--- config.mk ---
export PLATFORM = sky130hd
export DESIGN_NAME = nixie_clock_panel_controller_top
export DESIGN_NICKNAME = d
export VERILOG_FILES = /design/src/design/ncpc_pkg.sv /design/src/design/ncpc_display.sv /design/src/design/nixie_clock_panel_controller_top.sv
export SDC_FILE = /design/constraint.sdc
export NUM_CORES = 1
export LEC_CHECK = 0
export ABC_AREA = 1
export BUFFER_PORTS_ARGS = -buffer_cell sky130_fd_sc_hd__buf_2
export CAP_MARGIN = 20
export CORE_MARGIN = 2
export CORE_UTILIZATION = 53
export CTS_CLUSTER_DIAMETER = 80
export CTS_CLUSTER_SIZE = 16
export DETAILED_ROUTE_END_ITERATION = 10
export PLACE_DENSITY = 0.8
export RECOVER_POWER = 50
export SLEW_MARGIN = 20
export SYNTH_ARGS = -nofsm -noshare
export SYNTH_HDL_FRONTEND = slang
export SYNTH_SLANG_ARGS = --single-unit
--- constraint.sdc ---
create_clock -name clk -period 4 [get_ports clk]
set_input_delay 0.8 -clock clk [delete_from_list [all_inputs] [get_ports clk]]
set_output_delay 0.8 -clock clk [all_outputs]
set_load 0.01 [all_outputs]
--- src/design/ncpc_pkg.sv ---
package ncpc_pkg;

    localparam int COUNTER_BITS = 16;
    localparam int CMP_BITS = 32;

    localparam logic [15:0] DEBOUNCE_RESET = 16'd2500;
    localparam logic [4:0]  HOUR_MAX       = 5'd23;
    localparam logic [5:0]  MINUTE_MAX     = 6'd59;
    localparam logic [4:0]  HOUR_NOON      = 5'd12;

    localparam logic MODE_POLL   = 1'b0;
    localparam logic MODE_SAMPLE = 1'b1;

    typedef enum logic [1:0] {
        VIEW_ALL     = 2'd0,
        VIEW_HOURS   = 2'd1,
        VIEW_MINUTES = 2'd2,
        VIEW_SECONDS = 2'd3
    } view_t;

    typedef enum logic [1:0] {
        REG_SECONDS = 2'd0,
        REG_MINUTES = 2'd1,
        REG_HOURS   = 2'd2
    } clk_reg_t;

    typedef struct packed {
        logic [7:0] tube1;
        logic [7:0] tube2;
        logic [7:0] tube3;
        logic [7:0] tube4;
        logic       pm;
    } disp_t;

    localparam logic [7:0] DIGIT_ROWS [0:9][0:3] = '{
        '{8'd6,   8'd96,  8'd6,   8'd6},
        '{8'd34,  8'd68,  8'd34,  8'd34},
        '{8'd130, 8'd65,  8'd130, 8'd130},
        '{8'd192, 8'd3,   8'd192, 8'd192},
        '{8'd96,  8'd6,   8'd96,  8'd96},
        '{8'd80,  8'd10,  8'd80,  8'd80},
        '{8'd72,  8'd18,  8'd72,  8'd72},
        '{8'd68,  8'd34,  8'd68,  8'd68},
        '{8'd65,  8'd130, 8'd65,  8'd65},
        '{8'd3,   8'd192, 8'd3,   8'd3}
    };

    function automatic logic [2:0] tens_of(input logic [5:0] v);
        logic [2:0] t;
        begin
            if (v >= 6'd60)
                t = 3'd6;
            else if (v >= 6'd50)
                t = 3'd5;
            else if (v >= 6'd40)
                t = 3'd4;
            else if (v >= 6'd30)
                t = 3'd3;
            else if (v >= 6'd20)
                t = 3'd2;
            else if (v >= 6'd10)
                t = 3'd1;
            else
                t = 3'd0;
            return t;
        end
    endfunction

    function automatic logic [3:0] units_of(input logic [5:0] v);
        logic [5:0] tens_x10;
        logic [5:0] rem;
        begin
            tens_x10 = {3'b000, tens_of(v)} * 6'd10;
            rem      = v - tens_x10;
            return rem[3:0];
        end
    endfunction

    function automatic logic [6:0] to_bcd(input logic [5:0] v);
        begin
            return {tens_of(v), units_of(v)};
        end
    endfunction

    function automatic logic [7:0] digit_pattern(input logic [3:0] digit,
                                                 input logic [1:0] tube);
        logic [7:0] p;
        begin
            if (digit > 4'd9)
                p = 8'd0;
            else
                p = DIGIT_ROWS[digit][tube];
            return p;
        end
    endfunction

endpackage

--- src/design/ncpc_display.sv ---
module ncpc_display
    import ncpc_pkg::*;
(
    input  view_t      view,
    input  logic [4:0] hour,
    input  logic [5:0] minute,
    input  logic [5:0] second,
    input  logic       hour_format,
    input  logic       pm_prev,
    output disp_t      disp
);

    logic [4:0] hour_shown;
    logic       hour_pm;
    logic [7:0] hour_tens_pat;
    logic [7:0] hour_units_pat;
    logic [5:0] low_value;
    logic [7:0] low_tens_pat;
    logic [7:0] low_units_pat;

    always_comb
    begin
        hour_shown = hour;
        hour_pm    = 1'b0;
        if (!hour_format)
        begin
            hour_pm = (hour >= HOUR_NOON);
            if (hour > HOUR_NOON)
                hour_shown = hour - HOUR_NOON;
            if (hour == 5'd0)
            begin
                hour_pm    = 1'b0;
                hour_shown = HOUR_NOON;
            end
        end
    end

    assign hour_tens_pat  = digit_pattern({1'b0, tens_of({1'b0, hour_shown})}, 2'd0);
    assign hour_units_pat = digit_pattern(units_of({1'b0, hour_shown}), 2'd1);

    assign low_value      = (view == VIEW_SECONDS) ? second : minute;
    assign low_tens_pat   = digit_pattern({1'b0, tens_of(low_value)}, 2'd2);
    assign low_units_pat  = digit_pattern(units_of(low_value), 2'd3);

    always_comb
    begin
        unique case (view)
            VIEW_ALL:
            begin
                disp = '{hour_tens_pat, hour_units_pat, low_tens_pat, low_units_pat, hour_pm};
            end
            VIEW_HOURS:
            begin
                disp = '{hour_tens_pat, hour_units_pat, 8'd0, 8'd0, hour_pm};
            end
            default:
            begin
                disp = '{8'd0, 8'd0, low_tens_pat, low_units_pat, pm_prev};
            end
        endcase
    end

endmodule

--- src/design/nixie_clock_panel_controller_top.sv ---
// channel  | direction | handshake          | payload
// ---------+-----------+--------------------+---------------------------------------
// s_*      | in        | s_tvalid/s_tready  | s_tuser mode, s_tdata buttons + sample
// m_*      | out       | m_tvalid/m_tready  | m_tdata tubes, lamp, write, view
// cfg_*    | in        | cfg_valid/cfg_ready| cfg_data debounce_ticks
//
// One item per cycle unless stalled; each result shows the cycle after its item is taken.
// State updates at the accepting edge, so the next item sees it at once.
// The single output register stalls input only while full and m_tready is low.
// cfg_ready is always high. Reset clears state except m_tdata; debounce_ticks resets to 2500.
module nixie_clock_panel_controller_top
    import ncpc_pkg::*;
(
    input  logic        clk,
    input  logic        rst_n,
    input  logic        s_tvalid,
    output logic        s_tready,
    input  logic        s_tuser,   // [0] mode
    input  logic [23:0] s_tdata,   // [0] button_up_n, [1] button_down_n, [6:2] sample_hour,
                                   // [12:7] sample_minute, [18:13] sample_second, [23:19] zero
    output logic        m_tvalid,
    input  logic        m_tready,
    output logic [47:0] m_tdata,   // [7:0] tube1_pins, [15:8] tube2_pins, [23:16] tube3_pins,
                                   // [31:24] tube4_pins, [32] pm_lamp, [33] write_valid,
                                   // [35:34] write_register, [42:36] write_value,
                                   // [44:43] view_step, [47:45] zero
    input  logic        cfg_valid,
    output logic        cfg_ready,
    input  logic [15:0] cfg_data
);

    logic [15:0]             debounce_reg;
    logic [4:0]              hour_reg, hour_next;
    logic [5:0]              minute_reg, minute_next;
    logic [5:0]              second_reg, second_next;
    view_t                   menu_reg, menu_next;
    logic                    format_reg, format_next;
    logic [COUNTER_BITS-1:0] count_reg, count_next;
    logic                    latched_reg, latched_next;
    logic                    pm_reg;
    logic                    out_valid_reg;
    logic [47:0]             out_data_reg, out_data_next;

    logic                    accept;
    logic                    up_pressed;
    logic                    down_pressed;
    logic [COUNTER_BITS-1:0] count_inc;
    logic                    wr_valid;
    clk_reg_t                wr_reg;
    logic [6:0]              wr_value;
    disp_t                   disp;

    assign s_tready  = !out_valid_reg || m_tready;
    assign accept    = s_tvalid && s_tready;
    assign cfg_ready = 1'b1;
    assign m_tvalid  = out_valid_reg;
    assign m_tdata   = out_data_reg;

    assign up_pressed   = !s_tdata[0];
    assign down_pressed = !s_tdata[1];
    assign count_inc    = count_reg + COUNTER_BITS'(1);

    always_comb
    begin
        hour_next    = hour_reg;
        minute_next  = minute_reg;
        second_next  = second_reg;
        menu_next    = menu_reg;
        format_next  = format_reg;
        count_next   = count_reg;
        latched_next = latched_reg;
        wr_valid     = 1'b0;
        wr_reg       = REG_SECONDS;
        wr_value     = 7'd0;
        if (s_tuser == MODE_SAMPLE)
        begin
            hour_next   = s_tdata[6:2];
            minute_next = s_tdata[12:7];
            second_next = s_tdata[18:13];
        end
        else if (up_pressed || down_pressed)
        begin
            count_next = count_inc;
            if ((CMP_BITS'(count_inc) == CMP_BITS'(debounce_reg)) && !latched_reg)
            begin
                if (up_pressed && down_pressed)
                begin
                    menu_next = view_t'(menu_reg + 2'd1);
                end
                else
                begin
                    unique case (menu_reg)
                        VIEW_ALL:
                        begin
                            format_next = !format_reg;
                        end
                        VIEW_HOURS:
                        begin
                            if (up_pressed)
                                hour_next = (hour_reg < HOUR_MAX) ? hour_reg + 5'd1 : 5'd0;
                            else
                                hour_next = (hour_reg > 5'd0) ? hour_reg - 5'd1 : HOUR_MAX;
                            wr_valid = 1'b1;
                            wr_reg   = REG_HOURS;
                            wr_value = to_bcd({1'b0, hour_next});
                        end
                        VIEW_MINUTES:
                        begin
                            if (up_pressed)
                                minute_next = (minute_reg < MINUTE_MAX) ?
                                              minute_reg + 6'd1 : 6'd0;
                            else
                                minute_next = (minute_reg > 6'd0) ?
                                              minute_reg - 6'd1 : MINUTE_MAX;
                            wr_valid = 1'b1;
                            wr_reg   = REG_MINUTES;
                            wr_value = to_bcd(minute_next);
                        end
                        VIEW_SECONDS:
                        begin
                            second_next = 6'd0;
                            wr_valid    = 1'b1;
                            wr_reg      = REG_SECONDS;
                            wr_value    = 7'd0;
                        end
                    endcase
                end
                latched_next = 1'b1;
                count_next   = '0;
            end
        end
        else
        begin
            count_next   = '0;
            latched_next = 1'b0;
        end
    end

    ncpc_display u_display (
        .view        (menu_next),
        .hour        (hour_next),
        .minute      (minute_next),
        .second      (second_next),
        .hour_format (format_next),
        .pm_prev     (pm_reg),
        .disp        (disp)
    );

    assign out_data_next = {3'b000, menu_next, wr_value, wr_reg, wr_valid, disp.pm,
                            disp.tube4, disp.tube3, disp.tube2, disp.tube1};

    always_ff @(posedge clk or negedge rst_n)
    begin
        if (!rst_n)
        begin
            debounce_reg  <= DEBOUNCE_RESET;
            hour_reg      <= '0;
            minute_reg    <= '0;
            second_reg    <= '0;
            menu_reg      <= VIEW_ALL;
            format_reg    <= 1'b0;
            count_reg     <= '0;
            latched_reg   <= 1'b0;
            pm_reg        <= 1'b0;
            out_valid_reg <= 1'b0;
        end
        else
        begin
            if (cfg_valid && cfg_ready)
                debounce_reg <= cfg_data;
            if (accept)
            begin
                hour_reg    <= hour_next;
                minute_reg  <= minute_next;
                second_reg  <= second_next;
                menu_reg    <= menu_next;
                format_reg  <= format_next;
                count_reg   <= count_next;
                latched_reg <= latched_next;
                pm_reg      <= disp.pm;
            end
            if (accept)
                out_valid_reg <= 1'b1;
            else if (m_tready)
                out_valid_reg <= 1'b0;
        end
    end

    always_ff @(posedge clk)
    begin
        if (accept)
            out_data_reg <= out_data_next;
    end

    a_write_not_in_all_view: assert property (@(posedge clk) disable iff (!rst_n)
        (m_tvalid && m_tdata[33]) |-> (m_tdata[44:43] != VIEW_ALL))
        else $error("register write reported in the all-digits view");

    a_write_register_legal: assert property (@(posedge clk) disable iff (!rst_n)
        (m_tvalid && m_tdata[33]) |-> (m_tdata[35:34] != 2'd3))
        else $error("register write names an unknown clock register");

    a_blank_hour_tubes: assert property (@(posedge clk) disable iff (!rst_n)
        (m_tvalid && (m_tdata[44:43] == VIEW_MINUTES || m_tdata[44:43] == VIEW_SECONDS))
        |-> (m_tdata[15:0] == 16'd0))
        else $error("hour tubes lit in a minutes or seconds view");

    a_latch_clears_on_release: assert property (@(posedge clk) disable iff (!rst_n)
        $fell(latched_reg) |-> $past(accept && s_tuser == MODE_POLL && s_tdata[0] && s_tdata[1]))
        else $error("press latch cleared without a release poll");

    a_state_holds_when_idle: assert property (@(posedge clk) disable iff (!rst_n)
        !accept |=> ($stable(menu_reg) && $stable(count_reg) && $stable(hour_reg)))
        else $error("state changed without an accepted item");

endmodule
==> impl_metrics.json, run 1 <==
{
  "synth_edf_count": 41,
  "routedWlPerCell_um": 15.3,
  "via_per_inst": 5.49,
  "startpoint_type": "flip-flop",
  "ys_warn_count": 0,
  "seqPwrFrac_pct": 27.3,
  "layout_commonest_cell": "nand2_1",
  "pre_cts_slack_ns": -0.568,
  "numCtsBuffers": 9,
  "syn_to_final_growth_pct": 38.8,
  "critPathMaxStageDelay_ns": 0.64,
  "synth_seq_cells": 96,
  "clkPwrFrac_pct": 19.8,
  "drtIter0Drc": 519,
  "synthFlopType": "dfrtp_1",
  "cts_buffer_depth": 2,
  "fin_setup_tns_ns": -11.36,
  "holdWs_ns": 0.515,
  "core-area_um2": 12000,
  "diodes": 0,
  "rows": 40,
  "grt_pass1_vias": 6612,
  "p_sw_mw": 1.92,
  "hold_viol": 0,
  "drv_slew": 37,
  "finalNetCount": 1185,
  "synth_area_per_cell_um2": 7.45,
  "vias": 6982,
  "die_x_um": 115,
  "h-tree-depth": 3,
  "clk_latency_ns": 0.36,
  "largest_reg_flops": 41,
  "cts_sinks": 96,
  "drt-pass1-iter-count": 5,
  "antenna_found_initial": 0,
  "grtUsageTotal_pct": 29.1,
  "power_density_nw_per_um2": 529,
  "postRouteAntennaNets": 0,
  "pwr-share-comb_pct": 52.9,
  "async_reset_ff_share_pct": 57.3,
  "start_util_pct": 54.4,
  "violations": "capacitance limit, slew limit, setup timing",
  "cts_tree": "built",
  "io_buffers": 83,
  "cp_data_arrival_time_ns": 4.95,
  "synth-seq-area-share_pct": 40.0,
  "syn_area_um2": 6530,
  "stdcell_area_um2": 9070,
  "die_h_um": 115,
  "overflow": 0,
  "cpMaxStageDelayCell": "fa_2",
  "ioPinCount": 97,
  "drive_gt1_share_pct": 33.9,
  "setup_viol": 17,
  "dpl_cell_area_um2": 8190,
  "gp_congestion": 0.937,
  "holdCritPathClass": "reg2reg",
  "p_total_mw": 4.79,
  "critPathRequiredTime_ns": 4.12,
  "outcome": "complete, but fails checks",
  "drcViolationCount": 0,
  "cap_violations": 1,
  "worstSetupEndpointType": "flip-flop",
  "finalCriticalPeriod_ns": 4.82,
  "die_area_um2": 13200,
  "clkTransAtPathRegs_ns": 0.07,
  "p_leak_nw": 4.26,
  "mostFrequentLayoutCells": "nand2_1, buf_4, inv_1, nand3_1, nor2_1",
  "ctsHoldBuffers": 0,
  "grt_pass1_wl_um": 29900,
  "synth.distinct_cells": 50,
  "peakVddDrop_mv": 0.552,
  "cts_root_buffer": "clkbuf_16",
  "final.setup.worst_slack_ns": -0.825,
  "synthCells": 877,
  "grt_max_degree": 40,
  "dp.final_hpwl_um": 12800,
  "max_clock_freq_ghz": 0.207,
  "crit_type": "reg2reg",
  "crit_fanout": 6,
  "period_share_pct": 121,
  "routed_wl_um": 19500,
  "rsz0062_at_grt": "yes",
  "worstMarginPinSlew_ns": 2.05,
  "n_fill_cell": 846,
  "p_int_mw": 2.87,
  "max_slew_margin_pct": -36.8,
  "skew_ns": 0.00787,
  "power.share.switching_pct": 40.1
}
area by class of cell:
type / count / area, um^2 / area share, %
Inverter: 122 / 465 / 5.13
Sequential cell: 96 / 2620 / 28.9
Tap cell: 147 / 184 / 2.03
Clock buffer: 11 / 264 / 2.91
Timing Repair Buffer: 248 / 1660 / 18.3
Multi-Input combinational cell: 642 / 3820 / 42.1
Clock inverter: 5 / 62.6 / 0.690
stage by stage:
stage	utilization, %	cells
floorplan	-	883
global placement	68.2	1231
detailed placement	68.2	1231
CTS	73.5	1267
global route	75.5	1271
finish	75.5	1271
layer usage:
| metal | up-vias | track usage [%] | wire length, um |
|---|---|---|---|
| met1 | 3272 | 35.4 | 7890 |
| li1 | 3380 | - | - |
| met2 | 270 | 49.6 | 9720 |
| met5 | - | 0 | 0 |
| met3 | 60 | 4.64 | 1200 |
| met4 | 0 | 15.8 | 684 |
synth_stat cells (2+ instances only):
cell / instances / area share (%)
nor2_2: 8 / 0.77
o31ai_1: 2 / 0.23
nand2_4: 6 / 1.0
clkbuf_1: 13 / 0.75
o21ai_0: 60 / 4.6
nor2_1: 74 / 4.3
o21ai_2: 4 / 0.54
o22ai_1: 18 / 1.7
clkinv_1: 3 / 0.17
fa_1: 4 / 1.2
dfrtp_1: 50 / 19
a31oi_1: 9 / 0.86
nand2_2: 11 / 1.1
o211ai_2: 2 / 0.38
nand3b_1: 2 / 0.23
or2_2: 6 / 0.57
a22oi_1: 3 / 0.34
o21ai_1: 6 / 0.46
buf_6: 2 / 0.34
xor2_1: 6 / 0.80
xnor2_1: 2 / 0.27
o21a_1: 2 / 0.23
a21oi_1: 12 / 0.92
ha_1: 16 / 3.1
edfxtp_1: 41 / 19
buf_4: 9 / 1.0
dfstp_2: 5 / 2.0
nor3_1: 15 / 1.1
inv_1: 113 / 6.5
inv_2: 4 / 0.23
conb_1: 2 / 0.11
nand3_1: 99 / 7.6
nand4_1: 26 / 2.5
nor2_4: 3 / 0.52
nand3_2: 5 / 0.77
nand2_1: 217 / 12
and2_1: 2 / 0.19
and3_1: 3 / 0.29
what timing repair did:
action | in CTS | in global routing
resized for setup | 48 | 64
cloned | 2 | 0
setup buffers | 18 | 6
pin swaps | 34 | 42
endpoints found under the setup margin | 16 | 22
worst paths after layout:
path                                  start                to  slack, ns  depth (start not counted)
max in group asynchronous             rst_n   debounce_reg[5]       1.15                          2
max reg2reg                    count_reg[0]       m_tdata[14]      -0.82                         33
min                        debounce_reg[11]  debounce_reg[11]       0.52                          2
max                            count_reg[0]       m_tdata[14]      -0.82                         33
min in group asynchronous             rst_n      count_reg[2]       1.02                          1
min reg2reg                debounce_reg[11]  debounce_reg[11]       0.52                          2
power by group through the flow:
stage	Combinational, mW	Clock (mW)	Sequential, mW
after global routing	2.76	0.981	1.33
after CTS	2.27	0.948	1.30
final	2.54	0.949	1.31
after detailed placement	2.03	0	1.32
after global placement	1.95	0	1.31
after floorplan	1.23	0	1.34
cells by family after synthesis:
logic type,after synthesis,share of synthesized area (%)
AOI/OAI and AO/OA,122,10.8
xor gates and xnor gates,8,1.07
adders and majority gates,20,4.29
buffers and inverters,147,9.25
DFF,96,40.0
muxes,1,0.153
other,2,0.115
and+or+nand+nor,481,34.3
critical path: cells and delay by family, from the launching register on:
kind	cells	cell delay, ns
simple gates	24	2.44
compound gates	1	0.09
buf+inv	5	0.43
fa+ha+maj	3	1.14
flops	1	0.46
No activity file was read; power rests on OpenSTA's default activity.
==> run 2, diff against run 1 <==
--- a/config.mk
+++ b/config.mk
@@ -8,6 +8,7 @@
 export ABC_AREA = 1
 export BUFFER_PORTS_ARGS = -buffer_cell sky130_fd_sc_hd__buf_2
 export CAP_MARGIN = 20
+export CORE_ASPECT_RATIO = 0.6
 export CORE_MARGIN = 2
 export CORE_UTILIZATION = 53
 export CTS_CLUSTER_DIAMETER = 80
==> run 2 against run 1 <==
Net effect: worst hold slack worse by 0.0040 ns; cell count is 3.1% higher; power is 5.3% higher; largest power group unchanged; register-to-register slack hardly changed; die area is 0.22% higher; utilization is 2.8 points higher; fmax hardly changed; combinational power is 10% higher; critical path depth stayed put; flip-flop and latch count stayed put; non-clock buffer count is 21 higher; the run still ends with capacitance limit, slew limit, setup timing left.
==> impl_metrics.json, run 2 (synthesized netlist as in run 1, its figures left out) <==
{
  "outcome": "complete, but fails checks",
  "violations": "capacitance limit, slew limit, setup timing",
  "instances_no_fill": 1311,
  "pre_cts_slack_ns": -0.683,
  "p_leak_nw": 4.41,
  "drt-pass1-iter-count": 7,
  "hold_viol": 0,
  "cp_data_arrival_time_ns": 4.95,
  "cpMostUsedCell": "nand2_2",
  "cap_violations": 1,
  "clk_latency_ns": 0.36,
  "cts_buffer_depth": 2,
  "syn_to_final_growth_pct": 44.1,
  "drcViolationCount": 0,
  "crit_type": "reg2reg",
  "clkTransAtPathRegs_ns": 0.07,
  "die_x_um": 147,
  "finalNetCount": 1206,
  "rows": 31,
  "largest_reg_flops": 41,
  "layout_commonest_cell": "nand2_1",
  "drv_slew": 31,
  "crit_family": "simple AND/OR/NAND/NOR gates",
  "cts_sinks": 96,
  "overflow": 0,
  "h-tree-depth": 3,
  "routedWlPerCell_um": 17.3,
  "max_slew_margin_pct": -15.5,
  "stdcell_area_um2": 9420,
  "startpoint_type": "flip-flop",
  "fin_setup_tns_ns": -12.20,
  "mostFrequentLayoutCells": "nand2_1, buf_4, inv_1, nand3_1, nor2_1",
  "cpMaxStageDelayCell": "dfrtp_2",
  "peakVddDrop_mv": 0.337,
  "worstSetupEndpointType": "flip-flop",
  "n_fill_cell": 750,
  "grt_pass1_vias": 6477,
  "critPathMaxStageDelay_ns": 0.44,
  "rsz0062_at_grt": "yes",
  "drive_gt1_share_pct": 36.8,
  "ioPinCount": 97,
  "postRouteAntennaNets": 0,
  "grtUsageTotal_pct": 29.9,
  "dp.cells": 1244,
  "core-area_um2": 12000,
  "cts_tree": "built",
  "holdCritPathClass": "reg2reg",
  "via_per_inst": 5.78,
  "gp_congestion": 0.975,
  "numCtsBuffers": 9,
  "worstMarginPinSlew_ns": 1.73,
  "ctsHoldBuffers": 0,
  "final.setup.worst_slack_ns": -0.827,
  "vias": 7576,
  "grt_max_degree": 33,
  "start_util_pct": 54.3,
  "dp.final_hpwl_um": 13200,
  "antenna_found_initial": 1,
  "skew_ns": 0.00914,
  "period_share_pct": 121,
  "die_area_um2": 13300,
  "drtIter0Drc": 1079,
  "die_h_um": 90.0,
  "grt_pass1_wl_um": 31500,
  "routed_wl_um": 22700,
  "crit_fanout": 6,
  "io_buffers": 83,
  "cts_root_buffer": "clkbuf_16",
  "finalCriticalPeriod_ns": 4.83,
  "dpl_cell_area_um2": 8170,
  "max_clock_freq_ghz": 0.207,
  "cp_num_buf_inv": 4,
  "setup_viol": 21,
  "power_density_nw_per_um2": 536,
  "critPathRequiredTime_ns": 4.12
}
==> run 2: metal layers <==
| layer | vias up | share of wire [%] | track usage (%) | wire length, um |
|---|---|---|---|---|
| li1 | 3425 | - | - | - |
| met1 | 3468 | 40 | 44.3 | 9080 |
| met2 | 563 | 44 | 43.6 | 9980 |
| met3 | 120 | 12 | 6.04 | 2710 |
| met4 | 0 | 4.1 | 10.1 | 940 |
| met5 | - | 0 | 0 | 0 |
==> run 2: per-stage QoR <==
step | hold WS [ns] | power, mW | utilization, %
5_1_grt | 0.537 | 5.28 | 78.3
3_5_place_dp | 0.500 | 3.41 | 68.0
3_3_place_gp | 0.487 | 3.34 | 68.0
2_1_floorplan | 0.469 | 2.58 | -
4_1_cts | 0.506 | 4.47 | 74.8
6_report | 0.511 | 5.05 | 78.3
==> run 2: what timing repair did <==
item	4_1_cts	5_1_grt
gates resized for setup	53	96
hold endpoints to repair	0	0
buffers inserted	39	19
gates cloned	2	0
pin swaps	42	57
setup endpoints to repair	16	22
==> run 2: layout make-up <==
type	instances	area [um^2]	share of cell area [%]
Antenna cell	1	2.50	0.0266
Clock buffer	9	225	2.39
Clock inverter	7	88.8	0.944
Inverter	122	468	4.97
Multi-Input combinational cell	642	3960	42.0
Sequential cell	96	2620	27.8
Tap cell	165	206	2.19
Timing Repair Buffer	269	1850	19.7
==> run 2: worst paths after layout <==
check | end | start | cells after the start | slack [ns]
setup / recovery | m_tdata[25] | count_reg[1] | 33 | -0.83
max in group asynchronous | count_reg[11] | rst_n | 2 | 1.03
setup reg to reg | m_tdata[25] | count_reg[1] | 33 | -0.83
hold / removal | debounce_reg[6] | debounce_reg[6] | 2 | 0.51
min in group asynchronous | debounce_reg[4] | rst_n | 1 | 0.89
hold reg to reg | debounce_reg[6] | debounce_reg[6] | 2 | 0.51
==> run 2: worst register-to-register path, delay by kind of cell, from the launching register on <==
family                     cells  cell delay, ns
AOI/OAI and AO/OA              4            0.60
xor gates and xnor gates       1            0.19
adders and majority gates      3            0.78
buffers and inverters          4            0.53
DFF                            1            0.44
and+or+nand+nor               21            2.06
==> run 2: where the power goes <==
| part | leakage, nW | internal [mW] | switching (mW) |
|---|---|---|---|
| Sequential | 1.07 | 1.21 | 0.0962 |
| Combinational | 3.19 | 1.20 | 1.61 |
| Clock | 0.152 | 0.501 | 0.435 |
